`config.mk`:
```
export PLATFORM = sky130hd
export DESIGN_NAME = serial_frame_receiver_checksum
export DESIGN_NICKNAME = d
export VERILOG_FILES = /design/src/sfrc_pkg.sv /design/src/sfrc_cfg.sv /design/src/sfrc_fsm.sv /design/src/serial_frame_receiver_checksum.sv
export SDC_FILE = /design/constraint.sdc
export NUM_CORES = 1
export LEC_CHECK = 0
export BUFFER_PORTS_ARGS = -buffer_cell sky130_fd_sc_hd__buf_4
export CAP_MARGIN = 40
export CORE_AREA = 8 8 120 122
export DETAILED_ROUTE_END_ITERATION = 8
export DIE_AREA = 0 0 128 130
export PLACE_DENSITY_LB_ADDON = 0.2
export SLEW_MARGIN = 40
export SYNTH_ARGS = -nofsm -noshare
export SYNTH_HDL_FRONTEND = slang
export SYNTH_SLANG_ARGS = --single-unit
```
`constraint.sdc`:
```
create_clock -name clk -period 4.5 [get_ports clk]
set_clock_uncertainty 0.2 [all_clocks]
set_input_delay 0.225 -clock clk [delete_from_list [all_inputs] [get_ports clk]]
set_output_delay 0.225 -clock clk [all_outputs]
set_load 0.1 [all_outputs]
```
`src/sfrc_pkg.sv`:
```
// ----------------------------------------------------------------------------
// Frame receiver package
// Types, register map and status codes shared by the frame receiver.
// ----------------------------------------------------------------------------
package sfrc_pkg;

	localparam int unsigned ADDR_W = 4;
	localparam int unsigned DATA_W = 32;

	localparam logic [1:0] REG_HDR_FIRST  = 2'd0;
	localparam logic [1:0] REG_HDR_SECOND = 2'd1;
	localparam logic [1:0] REG_MAX_LEN    = 2'd2;

	localparam logic [7:0] HDR_FIRST_RST  = 8'h7A;
	localparam logic [7:0] HDR_SECOND_RST = 8'h5B;
	localparam logic [7:0] MAX_LEN_RST    = 8'd16;

	localparam logic [1:0] ST_GOOD = 2'd0;
	localparam logic [1:0] ST_CSUM = 2'd1;
	localparam logic [1:0] ST_LEN  = 2'd2;

	typedef struct packed {
		logic [7:0] header_first;
		logic [7:0] header_second;
		logic [7:0] max_len;
	} cfg_t;

	typedef struct packed {
		logic [1:0] status;
		logic [7:0] frame_flag;
		logic [7:0] frame_len;
		logic [7:0] command;
	} result_t;

endpackage

```
`src/sfrc_cfg.sv`:
```
// ----------------------------------------------------------------------------
// Frame receiver register file
// APB-style access to the header bytes and the length limit.
// ----------------------------------------------------------------------------
module sfrc_cfg (
	input  logic                       clk,
	input  logic                       arst_n,
	input  logic                       psel,
	input  logic                       penable,
	input  logic                       pwrite,
	input  logic [sfrc_pkg::ADDR_W-1:0] paddr,
	input  logic [sfrc_pkg::DATA_W-1:0] pwdata,
	output logic [sfrc_pkg::DATA_W-1:0] prdata,
	output logic                       pready,
	output sfrc_pkg::cfg_t             cfg
);
	import sfrc_pkg::*;

	cfg_t       cfg_q;
	logic [1:0] idx;
	logic       wr;
	logic [7:0] rd_byte;

	assign idx    = paddr[3:2];
	assign wr     = psel & penable & pwrite;
	assign pready = 1'b1;
	assign cfg    = cfg_q;

	always_ff @(posedge clk or negedge arst_n) begin
		if (!arst_n) begin
			cfg_q.header_first  <= HDR_FIRST_RST;
			cfg_q.header_second <= HDR_SECOND_RST;
			cfg_q.max_len       <= MAX_LEN_RST;
		end else if (wr) begin
			unique case (idx)
				REG_HDR_FIRST:  cfg_q.header_first  <= pwdata[7:0];
				REG_HDR_SECOND: cfg_q.header_second <= pwdata[7:0];
				REG_MAX_LEN:    cfg_q.max_len       <= pwdata[7:0];
				default: ;
			endcase
		end
	end

	always_comb begin
		unique case (idx)
			REG_HDR_FIRST:  rd_byte = cfg_q.header_first;
			REG_HDR_SECOND: rd_byte = cfg_q.header_second;
			REG_MAX_LEN:    rd_byte = cfg_q.max_len;
			default:        rd_byte = 8'd0;
		endcase
	end

	assign prdata = {{(DATA_W-8){1'b0}}, rd_byte};

endmodule

```
`src/sfrc_fsm.sv`:
```
// ----------------------------------------------------------------------------
// Frame receiver deframer
// Per-byte header hunt, field capture and running checksum.
// ----------------------------------------------------------------------------
module sfrc_fsm (
	input  logic              clk,
	input  logic              arst_n,
	input  logic              step,
	input  logic [7:0]        rx_byte,
	input  sfrc_pkg::cfg_t    cfg,
	output logic              res_valid,
	output sfrc_pkg::result_t res
);
	import sfrc_pkg::*;

	typedef enum logic [2:0] {
		PH_HUNT1 = 3'd0,
		PH_HUNT2 = 3'd1,
		PH_FLAG  = 3'd2,
		PH_LEN   = 3'd3,
		PH_DATA  = 3'd4
	} phase_t;

	phase_t     phase_q, phase_d;
	logic [7:0] pos_q, pos_d;
	logic [7:0] flag_q, flag_d;
	logic [7:0] len_q, len_d;
	logic [7:0] sum_q, sum_d;
	logic [7:0] cmd_q, cmd_d;
	logic [7:0] cmd_cur;
	logic [8:0] pos_inc;
	logic       len_bad;

	assign pos_inc = {1'b0, pos_q} + 9'd1;
	assign len_bad = (rx_byte == 8'd0) || (rx_byte > cfg.max_len);
	assign cmd_cur = (pos_q == 8'd0) ? rx_byte : cmd_q;

	always_comb begin
		phase_d   = phase_q;
		pos_d     = pos_q;
		flag_d    = flag_q;
		len_d     = len_q;
		sum_d     = sum_q;
		cmd_d     = cmd_q;
		res_valid = 1'b0;
		res       = '{status: ST_GOOD, frame_flag: flag_q, frame_len: len_q, command: cmd_q};
		unique case (phase_q)
			PH_HUNT2: begin
				if (rx_byte == cfg.header_second) begin
					sum_d   = sum_q + rx_byte;
					phase_d = PH_FLAG;
				end else begin
					phase_d = PH_HUNT1;
				end
			end
			PH_FLAG: begin
				flag_d  = rx_byte;
				sum_d   = sum_q + rx_byte;
				phase_d = PH_LEN;
			end
			PH_LEN: begin
				len_d = rx_byte;
				sum_d = sum_q + rx_byte;
				pos_d = 8'd0;
				if (len_bad) begin
					phase_d   = PH_HUNT1;
					res_valid = 1'b1;
					res       = '{status: ST_LEN, frame_flag: flag_q,
						frame_len: rx_byte, command: 8'd0};
				end else begin
					phase_d = PH_DATA;
				end
			end
			PH_DATA: begin
				cmd_d = cmd_cur;
				if (pos_inc >= {1'b0, len_q}) begin
					phase_d   = PH_HUNT1;
					pos_d     = 8'd0;
					res_valid = 1'b1;
					res       = '{status: (rx_byte == sum_q) ? ST_GOOD : ST_CSUM,
						frame_flag: flag_q, frame_len: len_q, command: cmd_cur};
				end else begin
					sum_d = sum_q + rx_byte;
					pos_d = pos_inc[7:0];
				end
			end
			default: begin
				// hunting, also unused codes
				if (rx_byte == cfg.header_first) begin
					sum_d   = rx_byte;
					phase_d = PH_HUNT2;
				end else begin
					phase_d = PH_HUNT1;
				end
				pos_d = 8'd0;
			end
		endcase
	end

	always_ff @(posedge clk or negedge arst_n) begin
		if (!arst_n) begin
			phase_q <= PH_HUNT1;
			pos_q   <= 8'd0;
			flag_q  <= 8'd0;
			len_q   <= 8'd0;
			sum_q   <= 8'd0;
			cmd_q   <= 8'd0;
		end else if (step) begin
			phase_q <= phase_d;
			pos_q   <= pos_d;
			flag_q  <= flag_d;
			len_q   <= len_d;
			sum_q   <= sum_d;
			cmd_q   <= cmd_d;
		end
	end

endmodule

```
`src/serial_frame_receiver_checksum.sv`:
```
// ----------------------------------------------------------------------------
// Serial frame receiver with additive checksum
// Deframes a received byte stream and reports one result per frame.
// ----------------------------------------------------------------------------
// One byte is taken per clock while the input is not stalled. A beat is
// registered at the input, runs through the deframer logic when the output
// register can advance, and its result, if any, lands in the output register.
// The input stalls only while the output register holds a result that the
// consumer is stalling. Registers: header_first at 0x0, header_second at 0x4,
// max_len at 0x8; write them only while idle.
module serial_frame_receiver_checksum (
	input  logic                        clk,
	input  logic                        arst_n,
	input  logic                        psel,
	input  logic                        penable,
	input  logic                        pwrite,
	input  logic [sfrc_pkg::ADDR_W-1:0] paddr,
	input  logic [sfrc_pkg::DATA_W-1:0] pwdata,
	output logic [sfrc_pkg::DATA_W-1:0] prdata,
	output logic                        pready,
	input  logic                        in_valid,
	output logic                        in_stall,
	input  logic [7:0]                  rx_byte,
	output logic                        out_valid,
	input  logic                        out_stall,
	output logic [1:0]                  status,
	output logic [7:0]                  frame_flag,
	output logic [7:0]                  frame_len,
	output logic [7:0]                  command
);
	import sfrc_pkg::*;

	cfg_t       cfg;
	result_t    res;
	result_t    res_q;
	logic       res_valid;
	logic       valid_s1;
	logic [7:0] byte_s1;
	logic       out_valid_q;
	logic       adv;

	assign adv      = !out_valid_q || !out_stall;
	assign in_stall = valid_s1 && !adv;

	sfrc_cfg u_cfg (
		.clk     (clk),
		.arst_n  (arst_n),
		.psel    (psel),
		.penable (penable),
		.pwrite  (pwrite),
		.paddr   (paddr),
		.pwdata  (pwdata),
		.prdata  (prdata),
		.pready  (pready),
		.cfg     (cfg)
	);

	sfrc_fsm u_fsm (
		.clk       (clk),
		.arst_n    (arst_n),
		.step      (valid_s1 && adv),
		.rx_byte   (byte_s1),
		.cfg       (cfg),
		.res_valid (res_valid),
		.res       (res)
	);

	always_ff @(posedge clk or negedge arst_n) begin
		if (!arst_n) begin
			valid_s1 <= 1'b0;
		end else if (!in_stall) begin
			valid_s1 <= in_valid;
		end
	end

	always_ff @(posedge clk) begin
		if (in_valid && !in_stall) begin
			byte_s1 <= rx_byte;
		end
	end

	always_ff @(posedge clk or negedge arst_n) begin
		if (!arst_n) begin
			out_valid_q <= 1'b0;
		end else if (adv) begin
			out_valid_q <= valid_s1 && res_valid;
		end
	end

	always_ff @(posedge clk) begin
		if (adv && valid_s1 && res_valid) begin
			res_q <= res;
		end
	end

	assign out_valid  = out_valid_q;
	assign status     = res_q.status;
	assign frame_flag = res_q.frame_flag;
	assign frame_len  = res_q.frame_len;
	assign command    = res_q.command;

endmodule

```
==> impl_results.rst <==
.. list-table::
   :header-rows: 1

   * - Metric
     - Value
   * - Top Ports
     - 112
   * - Reported leakage power
     - 2.86 nW
   * - Summed negative setup slack over all endpoints
     - 0 ns
   * - FF+latch count, synth
     - just over 100
   * - DIE AREA
     - roughly 17000 um^2
   * - Iteration-0 DRC count of the detailed router
     - 232
   * - Post-synth top flop
     - dfrtp_1
   * - Library cell with the largest summed area after synthesis
     - dfrtp_1
   * - Effective utilization at floorplan
     - 44.1%
   * - Power Dens Cells
     - between 500 and 600 nW/um^2
   * - Cell types with the highest counts after synthesis
     - dfrtp_1 (58), mux2_2 (42), nand2_1 (42)
   * - Chain of cells forming the critical path
     - ha_1 -> nand2_1 -> nor2_1 -> xor2_1 -> ha_1 -> a21oi_1 -> o21ai_0 -> a221oi_1 -> o31ai_2 -> a311oi_4 -> o311ai_1 -> o21a_1
   * - Routing usage on met1
     - a little under a fifth
   * - Hold WC Path Type
     - in -> async
   * - Final setup fails
     - 0
   * - Overall track demand over capacity in global routing
     - 15.4%
   * - Clock transition at the register clock pins on the worst setup and hold paths after CTS
     - roughly 0.08 ns
   * - GR met2 Demand/Resource
     - 26.0%
   * - RSZ-0062 raised after global routing
     - false
   * - Slew at the pin closest to its max-slew limit
     - 0.767 ns
   * - X dimension of the die
     - ~130 um
   * - Yosys warning total
     - 0
   * - Layer with the highest usage after global routing
     - met2
   * - Unique masters post-synth
     - 57
   * - Sinks on Clock Net
     - 103
   * - Async S/R FF share, synth
     - about two thirds
   * - Number of remaining DRC errors
     - 0
   * - Clk_lat worst skew
     - 0.36 ns
   * - Max Freq
     - between 0.2 and 0.3 GHz
   * - Cell chosen for the clock root
     - clkbuf_16
   * - Vertical die dimension
     - approximately 130 um
   * - Number of antenna repair diodes
     - 0
   * - Detailed-route vias per instance
     - around 5.1
   * - Endpoints failing hold
     - 0
   * - Slowest stage cell on the critical path
     - a311oi_4
   * - Antenna Violating Nets Remaining
     - 0
   * - Total standard cell area after synthesis
     - 5480 um^2
   * - Critical path's largest stage delay
     - between 0.7 and 0.8 ns
   * - Most Frequent Cell on Critical Path
     - ha_1
   * - Average cell area after synthesis
     - between 10 and 15 um^2
   * - Register Area
     - about 2800 um^2
   * - Critical Path Fanout Max
     - 16
   * - Crit Reg-Reg Startpoint
     - u_fsm.pos_q[0]$_DFFE_PN0P_
   * - Via count of the first global-routing pass
     - between 3000 and 4000
   * - Average wire per cell in the routed design
     - roughly 17 um
   * - Critical path class
     - reg -> reg
   * - Fraction of final layout cells with drive strength greater than 1
     - approximately a quarter
   * - Fillers
     - roughly 1100
   * - GRT overflow
     - 0
   * - Post-route minimum period
     - ~3.5 ns
   * - Buffer and inverter count on the worst path
     - 0
   * - Result of the run
     - completed
   * - Vias after detailed routing
     - about 3700
   * - Register area share after synthesis
     - 50.4%
   * - Count of flip-flops with a built-in enable after synthesis
     - 34
   * - Depth of the CTS H-tree
     - 3
   * - Number of iterations in the first detailed-routing pass
     - 4
   * - Max-cap violations
     - 0
   * - Startpoint of the most critical setup path
     - u_fsm.pos_q[0]$_DFFE_PN0P_
   * - Delay-heaviest family, CP
     - compound AO/OA/AOI/OAI gates
   * - CTS tree
     - done
   * - Final wirelength
     - 12.1 mm
   * - Number of nets at the end of the flow
     - roughly 630
   * - Port Buffers
     - 60
   * - Cells after DPL
     - ~700
   * - Most common cell in the synthesized netlist
     - dfrtp_1
   * - Portion of the clock cycle consumed by the worst path in the final layout
     - approximately 80%
   * - FP Rows
     - 41
   * - Multi-input gate area in the final layout
     - 2430 um^2
   * - Clock buffer count from CTS
     - 9
   * - Initial antenna violation count
     - 0
   * - Area share of the leading cell type in the synthesized netlist
     - about a quarter
   * - Pin count of the biggest net entering global routing
     - 70
   * - Startpoint Class
     - flop
   * - P&R area growth vs syn
     - 18.1%
   * - GP Congestion
     - ~0.82
   * - Met3 Use GR
     - about 3.2%
   * - Crit path required time
     - around 4.6 ns
   * - Placed wire-length estimate after detailed placement
     - between 8 and 9 mm
   * - Maximum vdd ir drop
     - about 0.25 mV
   * - Type of element capturing the critical path
     - flop
   * - Top post-synthesis cells by area
     - dfrtp_1 (27%), edfxtp_1 (19%), mux2_2 (8.6%), ha_1 (5.7%), dfstp_2 (5.3%)
   * - Slew Viols, Final
     - 0
   * - Count of placed standard cells in the final layout, fillers left out
     - around 730
   * - Headroom to the max-slew limit
     - 48.6%
   * - Area of the core region
     - ~12000 um^2
   * - WP data arrival
     - approximately 3.6 ns
   * - Global-route wire length before repair
     - approximately 20 mm
   * - Longest Clk Path Bufs
     - 2
   * - Synthesized instance count
     - 482
[placed cells by master (no fill, tap or decap), drive strengths merged, types with 4 or more instances in the layout]
| cell | n |
|---|---|
| edfxtp | 34 |
| nor4 | 5 |
| nand2 | 42 |
| nand4 | 6 |
| a21o | 4 |
| buf | 62 |
| a31oi | 4 |
| dfstp | 11 |
| ha | 25 |
| and3 | 4 |
| clkbuf | 9 |
| a22o | 15 |
| dlygate4sd3 | 20 |
| inv | 33 |
| nand3 | 12 |
| o21ai | 36 |
| conb | 25 |
| xor2 | 14 |
| a21oi | 13 |
| dfrtp | 58 |
| xnor2 | 14 |
| nor3 | 7 |
| nand2b | 4 |
| nor2 | 19 |
| mux2i | 8 |
| mux2 | 42 |
[routing by layer]
metal,share of wire (%),vias up
met2,49,85
met3,5.1,22
met1,43,1785
met5,0,-
met4,2.7,0
li1,-,1822
[stage by stage]
stage	util [%]	hold slack (ns)	setup WS (ns)	area [um^2]	total power, mW
2_1_floorplan	-	-0.271	0.670	5560	2.58
3_3_place_gp	48.1	0.204	0.930	5970	2.79
3_5_place_dp	48.2	0.0870	0.952	5980	2.85
4_1_cts	52.1	0.232	0.924	6470	3.64
5_1_grt	52.1	0.263	0.602	6470	3.85
6_report	52.1	0.250	0.951	6470	3.60
[report_power, final]
part           switching, mW  total [mW]  internal (mW)
clock network          0.374       0.761          0.387
logic                  0.871        1.40          0.526
registers              0.190        1.45           1.26
[repair_timing]
action	CTS	global route
hold buffers	20	0
hold endpoints to repair	92	0
buffers inserted	0	0
gates resized for setup	0	0
[cells by family after synthesis]
logic type,Yosys count,share of synthesized area [%]
and+or+nand+nor,115,10.9
DFF,103,50.4
AOI/OAI and AO/OA,88,10.9
buffers and inverters,70,7.04
muxes,50,10.1
xor gates and xnor gates,28,4.48
adders and majority gates,26,6.08
other,2,0.137
[registers in the layout, summed over array words and instances, names as in the netlist]
name / count
byte_s1: 8
command: 8
frame_flag: 8
frame_len: 8
out_valid: 1
status: 2
u_cfg.cfg: 24
u_fsm.cmd_q: 8
u_fsm.flag_q: 8
u_fsm.len_q: 8
u_fsm.phase_q: 3
u_fsm.pos_q: 8
u_fsm.sum_q: 8
valid_s1: 1
[final timing paths]
check	endpoint	slack [ns]	depth (start not counted)
setup reg to reg	u_fsm.sum_q[4]$_DFFE_PN0P_	0.95	12
hold / removal	u_fsm.cmd_q[4]$_DFFE_PN0P_	0.25	2
max in group asynchronous	valid_s1$_DFFE_PN0N_	3.42	2
setup / recovery	u_fsm.sum_q[4]$_DFFE_PN0P_	0.95	12
min in group clk	u_cfg.cfg[23]$_DFFE_PN0P_	0.25	3
hold reg to reg	frame_flag[2]$_DFFE_PP_	0.25	0
[cell type report]
type	instances	share of cell area (%)
Clock buffer	9	3.48
Clock inverter	7	0.967
Inverter	29	1.68
Multi-Input combinational cell	332	37.5
Sequential cell	103	42.7
Tap cell	172	3.33
Timing Repair Buffer	82	10.3
Power figures use the tool's default switching activity.
